**config.mk**
```make
export PLATFORM = sky130hd
export DESIGN_NAME = trace_line_parser_flat
export DESIGN_NICKNAME = d
export VERILOG_FILES = /design/src/sv/tlp_pkg.sv /design/src/sv/tlp_if.sv /design/src/sv/tlp_parse_core.sv /design/src/sv/trace_line_parser.sv /design/src/flat_wrapper.sv
export SDC_FILE = /design/constraint.sdc
export NUM_CORES = 1
export LEC_CHECK = 0
export BUFFER_PORTS_ARGS = -buffer_cell sky130_fd_sc_hd__buf_2
export CORE_MARGIN = 8
export CORE_UTILIZATION = 35
export DETAILED_ROUTE_END_ITERATION = 6
export GPL_TIMING_DRIVEN = 1
export PLACE_DENSITY = 0.55
export REMOVE_ABC_BUFFERS = 1
export SYNTH_ARGS = -nofsm -noshare
export SYNTH_HDL_FRONTEND = slang
export SYNTH_SLANG_ARGS = --single-unit
```
**constraint.sdc**
```tcl
create_clock -name clock -period 10.65 [get_ports clock]
set_input_delay 1.5975 -clock clock [delete_from_list [all_inputs] [get_ports clock]]
set_output_delay 1.5975 -clock clock [all_outputs]
set_load 0.005 [all_outputs]
```
**src/sv/tlp_pkg.sv**
```systemverilog
`default_nettype none

package tlp_pkg;

   localparam int HEX_DIGITS_DEFAULT = 8;
   localparam int REG_DIGITS = 3;

   localparam logic [7:0] CHAR_NUL   = 8'h00;
   localparam logic [7:0] CHAR_AT    = 8'h40;
   localparam logic [7:0] CHAR_COLON = 8'h3a;
   localparam logic [7:0] CHAR_STAR  = 8'h2a;
   localparam logic [7:0] CHAR_DOLLAR = 8'h24;
   localparam logic [7:0] CHAR_LT    = 8'h3c;
   localparam logic [7:0] CHAR_EQ    = 8'h3d;
   localparam logic [7:0] CHAR_0     = 8'h30;
   localparam logic [7:0] CHAR_9     = 8'h39;
   localparam logic [7:0] CHAR_A     = 8'h61;
   localparam logic [7:0] CHAR_F     = 8'h66;
   localparam logic [7:0] HEX_LETTER_BASE = 8'd10;

   typedef struct packed {
      logic [7:0] char_in;
      logic       end_of_line;
   } tlp_char_type;

   typedef struct packed {
      logic        format_ok;
      logic [31:0] time_value;
      logic [31:0] pc_value;
      logic        to_memory;
      logic [31:0] target_address;
      logic [31:0] write_data;
   } tlp_result_type;

   function automatic logic is_dec(input logic [7:0] c);
      return c inside {[CHAR_0:CHAR_9]};
   endfunction

   function automatic logic is_hex(input logic [7:0] c);
      return (c inside {[CHAR_0:CHAR_9]}) || (c inside {[CHAR_A:CHAR_F]});
   endfunction

   function automatic logic [3:0] hex_val(input logic [7:0] c);
      logic [7:0] v;
      if (is_dec(c)) begin
         v = c - CHAR_0;
      end else begin
         v = c - CHAR_A + HEX_LETTER_BASE;
      end
      return v[3:0];
   endfunction

endpackage

`default_nettype wire

```
**src/sv/tlp_if.sv**
```systemverilog
`default_nettype none

interface tlp_req_if;
   logic       valid;
   logic       ready;
   logic [7:0] char_in;
   logic       end_of_line;

   modport source (output valid, output char_in, output end_of_line, input ready);
   modport sink (input valid, input char_in, input end_of_line, output ready);
endinterface

interface tlp_rsp_if;
   logic        valid;
   logic        ready;
   logic        format_ok;
   logic [31:0] time_value;
   logic [31:0] pc_value;
   logic        to_memory;
   logic [31:0] target_address;
   logic [31:0] write_data;

   modport source (output valid, output format_ok, output time_value, output pc_value,
                   output to_memory, output target_address, output write_data,
                   input ready);
   modport sink (input valid, input format_ok, input time_value, input pc_value,
                 input to_memory, input target_address, input write_data,
                 output ready);
endinterface

`default_nettype wire

```
**src/sv/tlp_parse_core.sv**
```systemverilog
`default_nettype none

module tlp_parse_core #(
   parameter int HEX_DIGITS = tlp_pkg::HEX_DIGITS_DEFAULT
) (
   input  wire logic                   clock,
   input  wire logic                   reset,
   input  wire logic                   step,
   input  wire tlp_pkg::tlp_char_type  char_req,
   output tlp_pkg::tlp_result_type     result
);

   localparam int MAX_COUNT = (HEX_DIGITS > tlp_pkg::REG_DIGITS) ? HEX_DIGITS
                                                                  : tlp_pkg::REG_DIGITS;
   localparam int CW = $clog2(MAX_COUNT + 1);
   localparam logic [CW-1:0] HEX_COUNT = CW'(HEX_DIGITS);
   localparam logic [CW-1:0] REG_COUNT = CW'(tlp_pkg::REG_DIGITS);
   localparam logic [CW-1:0] ONE = CW'(1);

   typedef enum logic [3:0] {
      PH_SEEK_TIME, PH_TIME, PH_SEEK_AT, PH_SEEK_PC, PH_PC, PH_SEEK_COLON,
      PH_SEEK_DEST, PH_SEEK_ADDR, PH_REG, PH_MEM, PH_SEEK_LT, PH_EXPECT_EQ,
      PH_SEEK_DATA, PH_DATA, PH_DONE, PH_FAIL
   } phase_type;

   phase_type      phase_ff, phase_in;
   logic [CW-1:0]  count_ff, count_in;
   logic [31:0]    time_ff, time_in;
   logic [31:0]    pc_ff, pc_in;
   logic           dest_ff, dest_in;
   logic [31:0]    addr_ff, addr_in;
   logic [31:0]    data_ff, data_in;
   logic           ended_ff, ended_in;

   logic [7:0]  c;
   logic        c_dec;
   logic        c_hex;
   logic [3:0]  hv;
   logic [31:0] dec_ext;
   logic        ok;
   phase_type   lt_phase;

   assign c       = char_req.char_in;
   assign c_dec   = tlp_pkg::is_dec(c);
   assign c_hex   = tlp_pkg::is_hex(c);
   assign hv      = tlp_pkg::hex_val(c);
   assign dec_ext = {28'd0, hv};
   assign lt_phase = (c == tlp_pkg::CHAR_LT) ? PH_EXPECT_EQ : PH_SEEK_LT;

   assign ok = (phase_ff == PH_DONE) || (phase_ff == PH_DATA && count_ff == HEX_COUNT);

   always_comb begin
      result.format_ok      = ok;
      result.time_value     = ok ? time_ff : 32'd0;
      result.pc_value       = ok ? pc_ff : 32'd0;
      result.to_memory      = ok & dest_ff;
      result.target_address = ok ? addr_ff : 32'd0;
      result.write_data     = ok ? data_ff : 32'd0;
   end

   always_comb begin
      phase_in = phase_ff;
      count_in = count_ff;
      time_in  = time_ff;
      pc_in    = pc_ff;
      dest_in  = dest_ff;
      addr_in  = addr_ff;
      data_in  = data_ff;
      ended_in = ended_ff;
      if (step && char_req.end_of_line) begin
         phase_in = PH_SEEK_TIME;
         count_in = '0;
         time_in  = '0;
         pc_in    = '0;
         dest_in  = 1'b0;
         addr_in  = '0;
         data_in  = '0;
         ended_in = 1'b0;
      end else if (step && !ended_ff) begin
         if (c == tlp_pkg::CHAR_NUL) begin
            ended_in = 1'b1;
         end else begin
            case (phase_ff)
               PH_SEEK_TIME: begin
                  if (c == tlp_pkg::CHAR_AT) begin
                     phase_in = PH_SEEK_PC;
                  end else if (c_dec) begin
                     time_in  = dec_ext;
                     phase_in = PH_TIME;
                  end
               end
               PH_TIME: begin
                  if (c_dec) begin
                     // times ten as two shifts
                     time_in = {time_ff[28:0], 3'b000} + {time_ff[30:0], 1'b0} + dec_ext;
                  end else begin
                     phase_in = (c == tlp_pkg::CHAR_AT) ? PH_SEEK_PC : PH_SEEK_AT;
                  end
               end
               PH_SEEK_AT: begin
                  if (c == tlp_pkg::CHAR_AT) phase_in = PH_SEEK_PC;
               end
               PH_SEEK_PC: begin
                  if (c_hex) begin
                     pc_in    = dec_ext;
                     count_in = ONE;
                     phase_in = PH_PC;
                  end
               end
               PH_PC: begin
                  if (c_hex) begin
                     if (count_ff >= HEX_COUNT) begin
                        phase_in = PH_FAIL;
                     end else begin
                        pc_in    = {pc_ff[27:0], hv};
                        count_in = count_ff + ONE;
                     end
                  end else if (count_ff != HEX_COUNT) begin
                     phase_in = PH_FAIL;
                  end else begin
                     phase_in = (c == tlp_pkg::CHAR_COLON) ? PH_SEEK_DEST : PH_SEEK_COLON;
                  end
               end
               PH_SEEK_COLON: begin
                  if (c == tlp_pkg::CHAR_COLON) phase_in = PH_SEEK_DEST;
               end
               PH_SEEK_DEST: begin
                  if (c == tlp_pkg::CHAR_DOLLAR) begin
                     dest_in  = 1'b0;
                     phase_in = PH_SEEK_ADDR;
                  end else if (c == tlp_pkg::CHAR_STAR) begin
                     dest_in  = 1'b1;
                     phase_in = PH_SEEK_ADDR;
                  end
               end
               PH_SEEK_ADDR: begin
                  if (c_hex) begin
                     if (dest_ff) begin
                        addr_in  = dec_ext;
                        count_in = ONE;
                        phase_in = PH_MEM;
                     end else if (c_dec) begin
                        addr_in  = dec_ext;
                        count_in = ONE;
                        phase_in = PH_REG;
                     end else begin
                        phase_in = PH_FAIL;
                     end
                  end
               end
               PH_REG: begin
                  if (c_dec) begin
                     if (count_ff >= REG_COUNT) begin
                        phase_in = PH_FAIL;
                     end else begin
                        addr_in  = {addr_ff[28:0], 3'b000} + {addr_ff[30:0], 1'b0} + dec_ext;
                        count_in = count_ff + ONE;
                     end
                  end else if (c_hex) begin
                     phase_in = PH_FAIL;
                  end else begin
                     phase_in = lt_phase;
                  end
               end
               PH_MEM: begin
                  if (c_hex) begin
                     if (count_ff >= HEX_COUNT) begin
                        phase_in = PH_FAIL;
                     end else begin
                        addr_in  = {addr_ff[27:0], hv};
                        count_in = count_ff + ONE;
                     end
                  end else if (count_ff != HEX_COUNT) begin
                     phase_in = PH_FAIL;
                  end else begin
                     phase_in = lt_phase;
                  end
               end
               PH_SEEK_LT: begin
                  phase_in = lt_phase;
               end
               PH_EXPECT_EQ: begin
                  phase_in = (c == tlp_pkg::CHAR_EQ) ? PH_SEEK_DATA : PH_FAIL;
               end
               PH_SEEK_DATA: begin
                  if (c_hex) begin
                     data_in  = dec_ext;
                     count_in = ONE;
                     phase_in = PH_DATA;
                  end
               end
               PH_DATA: begin
                  if (c_hex) begin
                     if (count_ff >= HEX_COUNT) begin
                        phase_in = PH_FAIL;
                     end else begin
                        data_in  = {data_ff[27:0], hv};
                        count_in = count_ff + ONE;
                     end
                  end else begin
                     phase_in = (count_ff == HEX_COUNT) ? PH_DONE : PH_FAIL;
                  end
               end
               default: begin
               end
            endcase
         end
      end
   end

   always_ff @(posedge clock) begin
      if (reset) begin
         phase_ff <= PH_SEEK_TIME;
         count_ff <= '0;
         time_ff  <= '0;
         pc_ff    <= '0;
         dest_ff  <= 1'b0;
         addr_ff  <= '0;
         data_ff  <= '0;
         ended_ff <= 1'b0;
      end else begin
         phase_ff <= phase_in;
         count_ff <= count_in;
         time_ff  <= time_in;
         pc_ff    <= pc_in;
         dest_ff  <= dest_in;
         addr_ff  <= addr_in;
         data_ff  <= data_in;
         ended_ff <= ended_in;
      end
   end

   // after a zero byte nothing moves until the line closes
   a_ended_frozen: assert property (@(posedge clock) disable iff (reset)
      ended_ff && !(step && char_req.end_of_line) |=> $stable(phase_ff) && $stable(addr_ff))
      else $error("parser state moved after early end of line");

   a_count_bound: assert property (@(posedge clock) disable iff (reset)
      count_ff <= CW'(MAX_COUNT))
      else $error("digit count beyond its limit");

   a_ok_has_dest: assert property (@(posedge clock) disable iff (reset)
      phase_ff == PH_DONE |-> count_ff == HEX_COUNT)
      else $error("line done without a full data word");

endmodule

`default_nettype wire

```
**src/sv/trace_line_parser.sv**
```systemverilog
`default_nettype none

// Parses one CPU write-trace line of the form  time@pc: $reg <= data  or
// time@pc: *addr <= data, one character per request.
// req_chan carries char_in and end_of_line. A request with end_of_line set
// ignores its byte, closes the line and yields exactly one response on
// rsp_chan; all other requests yield none. A zero byte ends the line early,
// later bytes are dropped until end_of_line.
// The response holds format_ok and the fields; a bad line reads all zero.
// A request is captured in an input register, then updated into the
// parser state; an end-of-line request lands in the response register at
// that same edge, and rsp_chan.valid is driven from the response register.
// Throughput: one request per cycle, except that a stalled response holds
// back an end-of-line request; characters keep flowing while the response
// waits.
// Reset clears the parser state and empties both registers.
module trace_line_parser #(
   parameter int HEX_DIGITS = tlp_pkg::HEX_DIGITS_DEFAULT
) (
   input  wire logic clock,
   input  wire logic reset,
   tlp_req_if.sink   req_chan,
   tlp_rsp_if.source rsp_chan
);

   logic                    in_valid_ff;
   tlp_pkg::tlp_char_type   in_data_ff;
   logic                    rsp_valid_ff;
   tlp_pkg::tlp_result_type rsp_data_ff;
   tlp_pkg::tlp_result_type core_result;
   logic                    advance;
   logic                    close_line;

   assign advance = in_valid_ff &&
                    (!in_data_ff.end_of_line || !rsp_valid_ff || rsp_chan.ready);
   assign close_line = advance && in_data_ff.end_of_line;
   assign req_chan.ready = !in_valid_ff || advance;

   always_ff @(posedge clock) begin
      if (reset) begin
         in_valid_ff <= 1'b0;
      end else if (req_chan.ready) begin
         in_valid_ff <= req_chan.valid;
      end
   end

   always_ff @(posedge clock) begin
      if (req_chan.ready && req_chan.valid) begin
         in_data_ff.char_in     <= req_chan.char_in;
         in_data_ff.end_of_line <= req_chan.end_of_line;
      end
   end

   tlp_parse_core #(
      .HEX_DIGITS(HEX_DIGITS)
   ) u_core (
      .clock    (clock),
      .reset    (reset),
      .step     (advance),
      .char_req (in_data_ff),
      .result   (core_result)
   );

   always_ff @(posedge clock) begin
      if (reset) begin
         rsp_valid_ff <= 1'b0;
      end else if (close_line) begin
         rsp_valid_ff <= 1'b1;
      end else if (rsp_chan.ready) begin
         rsp_valid_ff <= 1'b0;
      end
   end

   always_ff @(posedge clock) begin
      if (close_line) begin
         rsp_data_ff <= core_result;
      end
   end

   assign rsp_chan.valid          = rsp_valid_ff;
   assign rsp_chan.format_ok      = rsp_data_ff.format_ok;
   assign rsp_chan.time_value     = rsp_data_ff.time_value;
   assign rsp_chan.pc_value       = rsp_data_ff.pc_value;
   assign rsp_chan.to_memory      = rsp_data_ff.to_memory;
   assign rsp_chan.target_address = rsp_data_ff.target_address;
   assign rsp_chan.write_data     = rsp_data_ff.write_data;

   a_bad_line_zero: assert property (@(posedge clock) disable iff (reset)
      rsp_valid_ff && !rsp_data_ff.format_ok |->
         rsp_data_ff.time_value == 32'd0 && rsp_data_ff.pc_value == 32'd0 &&
         !rsp_data_ff.to_memory && rsp_data_ff.target_address == 32'd0 &&
         rsp_data_ff.write_data == 32'd0)
      else $error("failed line carries nonzero fields");

   a_rsp_from_eol: assert property (@(posedge clock) disable iff (reset)
      $rose(rsp_valid_ff) |-> $past(in_valid_ff && in_data_ff.end_of_line))
      else $error("response without an end-of-line request");

   a_no_overwrite: assert property (@(posedge clock) disable iff (reset)
      rsp_valid_ff && !rsp_chan.ready |-> !close_line)
      else $error("pending response overwritten");

endmodule

`default_nettype wire
```
**src/flat_wrapper.sv**
```systemverilog
// flat-port wrapper written by rule: the top's interface ports become plain ports
module trace_line_parser_flat 
#(
   parameter int HEX_DIGITS = tlp_pkg::HEX_DIGITS_DEFAULT
)
  (clock, reset, req_chan_valid, req_chan_char_in, req_chan_end_of_line, req_chan_ready, rsp_chan_valid, rsp_chan_format_ok, rsp_chan_time_value, rsp_chan_pc_value, rsp_chan_to_memory, rsp_chan_target_address, rsp_chan_write_data, rsp_chan_ready);
  tlp_req_if req_chan_i ();
  tlp_rsp_if rsp_chan_i ();
  input  wire logic clock;
  input  wire logic reset;
  input wire logic [$bits(req_chan_i.valid)-1:0] req_chan_valid;
  input wire logic [$bits(req_chan_i.char_in)-1:0] req_chan_char_in;
  input wire logic [$bits(req_chan_i.end_of_line)-1:0] req_chan_end_of_line;
  output wire logic [$bits(req_chan_i.ready)-1:0] req_chan_ready;
  output wire logic [$bits(rsp_chan_i.valid)-1:0] rsp_chan_valid;
  output wire logic [$bits(rsp_chan_i.format_ok)-1:0] rsp_chan_format_ok;
  output wire logic [$bits(rsp_chan_i.time_value)-1:0] rsp_chan_time_value;
  output wire logic [$bits(rsp_chan_i.pc_value)-1:0] rsp_chan_pc_value;
  output wire logic [$bits(rsp_chan_i.to_memory)-1:0] rsp_chan_to_memory;
  output wire logic [$bits(rsp_chan_i.target_address)-1:0] rsp_chan_target_address;
  output wire logic [$bits(rsp_chan_i.write_data)-1:0] rsp_chan_write_data;
  input wire logic [$bits(rsp_chan_i.ready)-1:0] rsp_chan_ready;
  assign req_chan_i.valid = req_chan_valid;
  assign req_chan_i.char_in = req_chan_char_in;
  assign req_chan_i.end_of_line = req_chan_end_of_line;
  assign req_chan_ready = req_chan_i.ready;
  assign rsp_chan_valid = rsp_chan_i.valid;
  assign rsp_chan_format_ok = rsp_chan_i.format_ok;
  assign rsp_chan_time_value = rsp_chan_i.time_value;
  assign rsp_chan_pc_value = rsp_chan_i.pc_value;
  assign rsp_chan_to_memory = rsp_chan_i.to_memory;
  assign rsp_chan_target_address = rsp_chan_i.target_address;
  assign rsp_chan_write_data = rsp_chan_i.write_data;
  assign rsp_chan_i.ready = rsp_chan_ready;
  trace_line_parser #(.HEX_DIGITS(HEX_DIGITS)) u_core (.clock(clock), .reset(reset), .req_chan(req_chan_i), .rsp_chan(rsp_chan_i));
endmodule
```
Word level (Yosys, flattened, before mapping)
Cells that the tools add are included.
- logic and storage cells: 175
- RAM bits: 0
- input bits: 13
- memory bits (read-only): 0
- memories kept: 0
- latch bits: 0
- output and inout bits: 132
- register bits: 279
- eq/ne operators: 46
- order comparisons: 6
- shift operators: 0
- div/mod/pow operators: 0
- reductions and logical operators: 37
- bitwise gates (word level): 2
- multiplexer cells: 58
- add/subtract/negate cells: 8
- multipliers: 0
- operators with widths (cell ; count):
    two-way mux 32 bit ; 14
    case mux 32 bit (2 select lines) ; 3
    two-way mux 4 bit ; 25
    case mux 32 bit (3 select lines) ; 1
    adder 32 bit ; 2
    adder 32 x 4 -> 32 bit ; 2
    case mux 4 bit (14 select lines) ; 1
    == test 8 x 6 -> 1 bit, second input constant ; 5
    inequality test 2 bit, second input constant ; 18
    == test 4 bit, second input constant ; 8
    AND reduction 6 bit ; 3
    == test 4 x 3 -> 1 bit, second input constant ; 4
    case mux 4 bit (4 select lines) ; 1
    nonzero test 14 bit ; 1
    two-way mux 3 bit ; 4
    inequality test 3 bit, second input constant ; 4
    AND reduction 12 bit ; 1
    AND reduction 10 bit ; 1
    nonzero test 2 bit ; 5
    AND reduction 9 bit ; 1
    == test 4 x 2 -> 1 bit, second input constant ; 2
    == test 8 x 7 -> 1 bit, second input constant ; 1
    greater-or-equal comparator 8 x 6 -> 1 bit, second input constant ; 1
    greater-or-equal comparator 8 x 7 -> 1 bit, second input constant ; 1
    25 further kinds ; 48

Longest topological paths before layout
Gate-level depths: netlist of run 1.
- depth after elaboration: 7
- depth in mapped cells: 20

Hierarchy
A second synthesis of run 1 with hierarchy kept.
- cells, all modules: 1560
- area, all modules: 15123.3 sq um
- modules (own cells, without submodules) (module ; cells each ; area an instance (sq um) ; instances):
    tlp_parse_core ; 1409 ; 10845.4 ; 1
    trace_line_parser ; 151 ; 4277.9 ; 1

Worst setup path before layout of run 1
OpenSTA, ideal clock, no wires.
- kind: in2reg
- start: in rsp_chan_ready
- end: reg u_core.u_core.time_ff[31]
- library setup time: 0.120 ns
- arrival time: 8.914 ns
- data required time: 10.530 ns
- path slack: 1.616 ns
- stages: 8
- path through: nor2b_1 > nor2_1 > nor2_1 > and2_1 > clkbuf_1 > nand2_1 > o21ai_0 > a211o_1
- cells in the longest elaborated chain, start to end: 4
- RTL lines (what ; line ; source):
    start, declared ; flat_wrapper.sv:22 ; input wire logic [$bits(rsp_chan_i.ready)-1:0] rsp_chan_ready;
    logical OR 1 bit ; trace_line_parser.sv:35 ; (!in_data_ff.end_of_line || !rsp_valid_ff || rsp_chan.ready);
    logical AND 1 bit ; trace_line_parser.sv:34 ; assign advance = in_valid_ff &&
    logical AND 1 bit ; -- ;
    via u_core.close_line ; trace_line_parser.sv:32 ; logic close_line;
    OR reduction 2 bit (no source line) ; -- ;
    end signal, assigned ; tlp_parse_core.sv:224 ; time_ff <= time_in;
    end, declared ; tlp_parse_core.sv:28 ; logic [31:0] time_ff, time_in;
The timed path passes the listed nets, and every way through them passes these cells.
A chain may end at the register's enable or synchronous reset.

Worst setup path after layout of run 1
- start: reg u_core.in_data_ff[1] (netlist name)
- end: reg u_core.u_core.addr_ff[31]
- cells in the longest elaborated chain, start to end: 7
- RTL lines (what ; line ; source):
    start, declared ; trace_line_parser.sv:27 ; tlp_pkg::tlp_char_type in_data_ff;
    subtractor 4 x 1 -> 4 bit, or another cell as far along ; tlp_pkg.sv:48 ; v = c - CHAR_A + HEX_LETTER_BASE;
    adder 4 bit or logical AND 1 bit (tied branches) ; tlp_pkg.sv:48, tlp_pkg.sv:36, tlp_pkg.sv:40 ;
    two-way mux 4 bit ; tlp_pkg.sv:45 ; if (is_dec(c)) begin
    adder 32 x 4 -> 32 bit ; tlp_parse_core.sv:156 ; addr_in = {addr_ff[28:0], 3'b000} + {addr_ff[30:0], 1'b0} + dec_ext;
    two-way mux 32 bit ; tlp_parse_core.sv:153 ; if (count_ff >= REG_COUNT) begin
    two-way mux 32 bit ; tlp_parse_core.sv:152 ; if (c_dec) begin
    case mux 32 bit (3 select lines) ; tlp_parse_core.sv:83 ; case (phase_ff)
    end signal, assigned ; tlp_parse_core.sv:227 ; addr_ff <= addr_in;
    end, declared ; tlp_parse_core.sv:31 ; logic [31:0] addr_ff, addr_in;
Several ways; a longest one is shown, not always the timed one. The select of a mux whose other input is x is not followed.

==> results by group, run 1 <==
Routing
  – DR vias: 11640
  – Number of remaining DRC errors: 0
  – Total wire length: 37.28 mm
  – First-pass detailed-route iteration total: 5
  – DR WL/cell: 16.93 um
  – DRC marker count from the first detailed-route iteration: 651
  – Antenna viol nets, final: 0
  – Via density: 5.285

Clock network
  – Clock Tree Root: clkbuf_16
  – Number of CTS-inserted buffers: 31
  – CTS Hold Bufs: 0
  – Post-CTS Setup Repair Bufs: 0
  – Worst-Skew Late Latency: 0.57 ns
  – CTS clk-pin slew, worst paths: 0.06 ns
  – Clock sinks: 279
  – TritonCTS clock tree: yes
  – Post_cts resized: 0
  – Clk buf depth: 3
  – H-Tree Depth: 1

Critical path
  – Critical Path Source Type: flip-flop
  – Reg-to-Reg Start: u_core.in_data_ff[1]
  – WP data arrival: 5.94 ns
  – R2R setup slack: 5.21 ns
  – Critical path endpoint category: flip-flop
  – Critical path class: flip-flop to flip-flop
  – CP max FO: 14
  – Critical Path RT: 11.15 ns
  – Crit path launch: u_core.in_data_ff[1]

Synthesis
  – Compound-Gate Fraction of Synth Area: 0.1728
  – Post-synth EDFFs: 139
  – Main combinational cell family by area after synthesis: simple AND/OR/NAND/NOR gates
  – XOR/XNOR share of the synthesized area: 0.02693
  – Synth async-reset ratio: 0
  – Mux share of post-synthesis cell area: 0.005353
  – Mapped cell area: 0.01496 mm^2
  – Adder-Cell Fraction of Synth Area: 0.1072
  – Flops & latches, synth: 279
  – Syn_area_per_cell: 9.778 um^2
  – Syn Inst Count: 1530
  – Post-synthesis sequential area ratio: 0.4663
  – Synthesis Warnings: 0
  – Area contributors post-synth: edfxtp_1 (28%), dfxtp_1 (19%), ha_1 (10%)
  – Share of the synthesized area in the top cell type: 0.2790
  – Unique masters post-synth: 83
  – Dominant cell type by area after synthesis: edfxtp_1
  – Synth Flop Type: dfxtp_1
  – Simple-Gate Fraction of Synth Area: 0.1883

Global route
  – Initial antenna violation count: 0
  – Grt total ovfl: 0
  – First-pass GRT wire length: 60.46 mm
  – Tot GR Track Use: 0.1450
  – Largest net degree at the start of global routing: 86
  – Vias in the first global route: 11310

Cells and area
  – Most frequent cells in the layout: buf_2 (144), nand2_1 (141), dfxtp_1 (140)
  – Synth-to-layout area growth: 14.37%
  – Share of layout cells above drive strength 1: 0.1419
  – Leading cell type in the layout, fill and taps excluded: buf_2
  – Layout net count: 1780
  – Antenna cells: 0

Worst hold path
  – Hold Crit Class: flip-flop to flip-flop
  – Worst hold start: u_core.u_core.data_ff[31]

Outcome
  – Status: finished clean

Power and ir drop
  – Switch Pwr: 0.0004838 W
  – Power Density: 129.8 mW/mm^2
  – VDD IR max: 0.1275 mV
  – Leak: 7.057 nW
  – Clock power frac: 0.461
  – Pint: 0.001736 W
  – Comb power frac: 0.026
  – Total power: 0.002220 W
  – Sw Ratio: 0.2179
  – Seq pwr share: 0.513

Floorplan
  – Cell row count: 75
  – Die area: 0.04962 mm^2
  – Core outline area: 0.04204 mm^2
  – Initial core utilization: 0.3559
  – Die W: 222.7 um
  – Top-level I/O count: 145
  – Chip height: 222.7 um

Run
  – Max cap viols: 0

STA
  – Worst-margin pin slew: 1.165 ns
  – Final Cycle Share: 0.5111
  – Final TNS setup: 0 ns
  – Clk_skew: 0.01323 ns
  – F_max: 0.1837 GHz
  – Final setup viols: 0
  – Unrepaired setup endpoints after global routing: false
  – Max-slew violations: 0
  – Fin. Hold Viols: 0
  – Fin crit period: 5.443 ns
  – Rel. slew slack: 0.2237

Place
  – Number of port buffers: 144
  – Detailed Place HPWL: 25.52 mm
  – Final GP Congestion: 0.8400
[state kept, by name, summed over array words and instances, names as in the netlist]
name and flops:
u_core.in_data_ff 9, u_core.in_valid_ff 1, u_core.rsp_chan.format_ok 1, u_core.rsp_chan.pc_value 32, u_core.rsp_chan.target_address 32, u_core.rsp_chan.time_value 32
u_core.rsp_chan.to_memory 1, u_core.rsp_chan.valid 1, u_core.rsp_chan.write_data 32, u_core.u_core.addr_ff 32, u_core.u_core.count_ff 4, u_core.u_core.data_ff 32
u_core.u_core.dest_ff 1, u_core.u_core.ended_ff 1, u_core.u_core.pc_ff 32, u_core.u_core.phase_ff 4, u_core.u_core.time_ff 32
[final timing paths]
path / endpoint / cells after the start
worst max-delay path: u_core.u_core.addr_ff[31] / 17
worst min register to register: u_core.u_core.data_ff[31] / 2
worst min-delay path: u_core.u_core.data_ff[31] / 2
worst max register to register: u_core.u_core.addr_ff[31] / 17
[logic make-up after synthesis]
| group | after synthesis |
|---|---|
| XOR/XNOR | 46 |
| buffers and inverters | 113 |
| flip-flops | 279 |
| multiplexers | 8 |
| AND/OR/NAND/NOR | 555 |
| AO/OA/AOI/OAI | 402 |
| adder cells (fa/ha/maj) | 127 |
[power by group through the flow]
stage	Clock, W	Sequential [W]	Combinational (W)
5_1_grt	0.00110	0.00114	0.0000649
3_3_place_gp	0	0.00116	0.0000591
2_1_floorplan	0	0.00116	0.0000300
6_report	0.00102	0.00114	0.0000585
3_5_place_dp	0	0.00116	0.0000599
4_1_cts	0.00106	0.00114	0.0000603
[metrics by stage]
stage               area, um^2    util  hold WS [ns]  instances  setup WS [ns]
floorplan                14590       -        0.4273       1449         0.9167
global placement         16140  0.3840        0.4361       2146          5.411
detailed placement       16140  0.3840        0.4410       2146          5.241
CTS                      17110  0.4070        0.4492       2202          5.223
global route             17110  0.4070        0.4648       2202          4.812
finish                   17110  0.4070        0.4468       2202          5.207
[critical path, cell delays in order, from the launching register on]
cell and delay (ns):
edfxtp_1 0.41, inv_1 0.13, ha_1 0.23, o21ba_2 0.21, o21ai_1 0.74, nand2_1 0.15
xnor2_1 0.61, inv_1 0.13, a21o_1 0.21, ha_1 0.33, o21ai_1 0.09, o21ai_1 0.17
a31oi_2 0.18, or4b_4 0.55, a311o_1 0.42, or4_1 0.53, o311a_1 0.14, a41oi_2 0.15
[cell type report]
type                            count  area, um^2
Fill cell                        4127       24930
Inverter                           32       120.1
Clock buffer                       38       812.0
Multi-Input combinational cell   1138        7547
Tap cell                          539       674.4
Sequential cell                   279        6977
Clock inverter                     18       153.9
Timing Repair Buffer              158       825.8
[cell usage after synthesis (16+ instances only)]
cell type and instances:
a211oi_1 31, a21o_1 22, a21oi_1 135, a22oi_1 19
a31oi_1 16, and2_1 137, clkbuf_1 68, dfxtp_1 140
edfxtp_1 139, ha_1 125, inv_1 32, nand2_1 141
nand3_1 71, nor2_1 97, nor3_1 27, o21ai_0 66
o21ai_1 17, xnor2_1 29, xor2_1 17
[routing by layer]
| layer | wire, um | track usage |
|---|---|---|
| met3 | 1843 | 0.02621 |
| met4 | 790 | 0.04036 |
| met2 | 16590 | 0.2310 |
| met5 | 0 | 0 |
| met1 | 18060 | 0.1996 |
Note: power is estimated with default switching activity, not from simulation.
==> run 2: changes to the inputs <==
- clock period: 10.65 -> 5.2 ns (I/O delays scaled with it)
==> run 2 against run 1 <==
Against the previous run:
- maximum frequency is 15% higher
- sequential cell count stayed put
- cell count is 0.14% higher
- sequential share of layout area down 0.32 points
- clock-buffer cell count increased by 4
- die area did not move
- total power is 110% higher
- clock power increased by 130%
- cell area is 0.79% higher
- worst setup slack worse by 4.8 ns
- hold slack worse by 0.0091 ns
==> results by group, run 2 (synthesis gave the netlist of run 1 again) <==
Outcome
  – Status: finished clean

Worst hold path
  – Hold Crit Class: input port to flip-flop

Clock network
  – CTS Hold Bufs: 0
  – H-Tree Depth: 1
  – Post_cts resized: 0
  – Clk buf depth: 3
  – Number of CTS-inserted buffers: 31
  – Clock sinks: 279
  – Post-CTS Setup Repair Bufs: 0
  – CTS clk-pin slew, worst paths: 0.06 ns
  – Worst-Skew Late Latency: 0.57 ns
  – TritonCTS clock tree: yes
  – Clock Tree Root: clkbuf_16

STA
  – Final TNS setup: 0 ns
  – Worst-margin pin slew: 1.151 ns
  – Fin. Hold Viols: 0
  – Unrepaired setup endpoints after global routing: false
  – Final WS setup: 0.4475 ns
  – Final setup viols: 0
  – Fin crit period: 4.753 ns
  – F_max: 0.2104 GHz
  – Max-slew violations: 0
  – Clk_skew: 0.01191 ns
  – Rel. slew slack: 0.2327
  – Final Cycle Share: 0.9140

Floorplan
  – Core outline area: 0.04204 mm^2
  – Top-level I/O count: 145
  – Cell row count: 75
  – Die W: 222.7 um
  – Initial core utilization: 0.3559
  – Chip height: 222.7 um
  – Die area: 0.04962 mm^2

Global route
  – Grt total ovfl: 0
  – Vias in the first global route: 11560
  – First-pass GRT wire length: 60.67 mm
  – Tot GR Track Use: 0.1450
  – Largest net degree at the start of global routing: 88
  – Initial antenna violation count: 0

Place
  – Final GP Congestion: 0.8580
  – Detailed Place HPWL: 25.30 mm
  – Dpl cells: 2148
  – Setup WS pre-CTS: 0.5145 ns
  – Number of port buffers: 144

Cells and area
  – # fillers: 4183
  – Share of layout cells above drive strength 1: 0.1435
  – Synth-to-layout area growth: 15.27%
  – Antenna cells: 0
  – Util after Layout: 0.4102
  – Finished Layout Cells: 2205
  – Most frequent cells in the layout: buf_2 (144), nand2_1 (141), dfxtp_1 (140)
  – Leading cell type in the layout, fill and taps excluded: buf_2
  – Layout net count: 1782

Routing
  – Antenna viol nets, final: 0
  – Number of remaining DRC errors: 0
  – DR WL/cell: 16.70 um
  – Total wire length: 36.83 mm
  – First-pass detailed-route iteration total: 5
  – DRC marker count from the first detailed-route iteration: 561
  – Via density: 5.299
  – DR vias: 11690

Power and ir drop
  – VDD IR max: 0.2272 mV
  – Leak: 7.111 nW
  – Total power: 0.004765 W
  – Power Density: 276.3 mW/mm^2

Critical path
  – Kind of cell adding the most delay to the critical path: compound AO/OA/AOI/OAI gates
  – Critical Path Source Type: flip-flop
  – Critical path endpoint category: flip-flop
  – WP data arrival: 5.20 ns
  – Slowest cell on crit path: a21oi_1
  – Worst path bufs/invs: 2
  – Most frequent CP cell: ha_1
  – CP max FO: 5
  – Delay of the slowest critical-path stage: 0.51 ns
  – Critical path class: flip-flop to flip-flop
  – Critical Path RT: 5.65 ns
  – CP cell instances: inv_1, ha_1, o21ba_2, o21ai_1, nor2_1, a21oi_1, inv_1, ha_1, ha_1, fa_1, a21oi_1, a2bb2oi_1, o211ai_1, o211a_1, o21ai_1, a311oi_1, or3_1, a32o_1

Run
  – Max cap viols: 0
## run 2: worst paths after layout
kind	from	to	slack, ns	cells past startpoint
worst min register to register	u_core.u_core.data_ff[29]	u_core.u_core.data_ff[29]	0.45	2
worst min-delay path	req_chan_char_in[2]	u_core.in_data_ff[3]	0.44	1
worst max register to register	u_core.in_data_ff[1]	u_core.u_core.time_ff[28]	0.45	18
worst max-delay path	u_core.in_data_ff[1]	u_core.u_core.time_ff[28]	0.45	18
## run 2: final cells by class
type                    instances  area [um^2]  area share
flip-flops and latches        279         6977      0.4046
repair buffers                160        840.8     0.04876
well taps                     539        674.4     0.03911
inverters                      32        120.1    0.006965
clock inverters                15        207.7     0.01204
multi-input cells            1138         7547      0.4376
clock buffers                  42        878.3     0.05093
## run 2: worst reg2reg max path: stages, from the launching register on
cell	delay (ns)
edfxtp_1	0.42
inv_1	0.14
ha_1	0.25
o21ba_2	0.21
o21ai_1	0.25
nor2_1	0.07
a21oi_1	0.51
inv_1	0.15
ha_1	0.24
ha_1	0.22
fa_1	0.41
a21oi_1	0.20
a2bb2oi_1	0.21
o211ai_1	0.17
o211a_1	0.30
o21ai_1	0.21
a311oi_1	0.13
or3_1	0.31
a32o_1	0.25
## run 2: per-layer routing
metal,GRT usage,vias to the layer above,share of wire
met4,0.04482,0,0.025
met3,0.02832,50,0.051
met1,0.1963,5599,0.48
met5,0,-,0
li1,-,5813,-
met2,0.2312,223,0.44
## run 2: power by group
group	total [W]	switching, W	internal [W]
sequential	0.00233	0.0000127	0.00232
clock	0.00231	0.000883	0.00142
combinational	0.000125	0.0000895	0.0000355
## run 2: per-stage QoR
stage,hold WS (ns),cell area [um^2]
2_1_floorplan,0.4273,14590
3_3_place_gp,0.4360,16160
3_5_place_dp,0.4419,16160
4_1_cts,0.4012,17250
5_1_grt,0.4014,17250
6_report,0.4376,17250
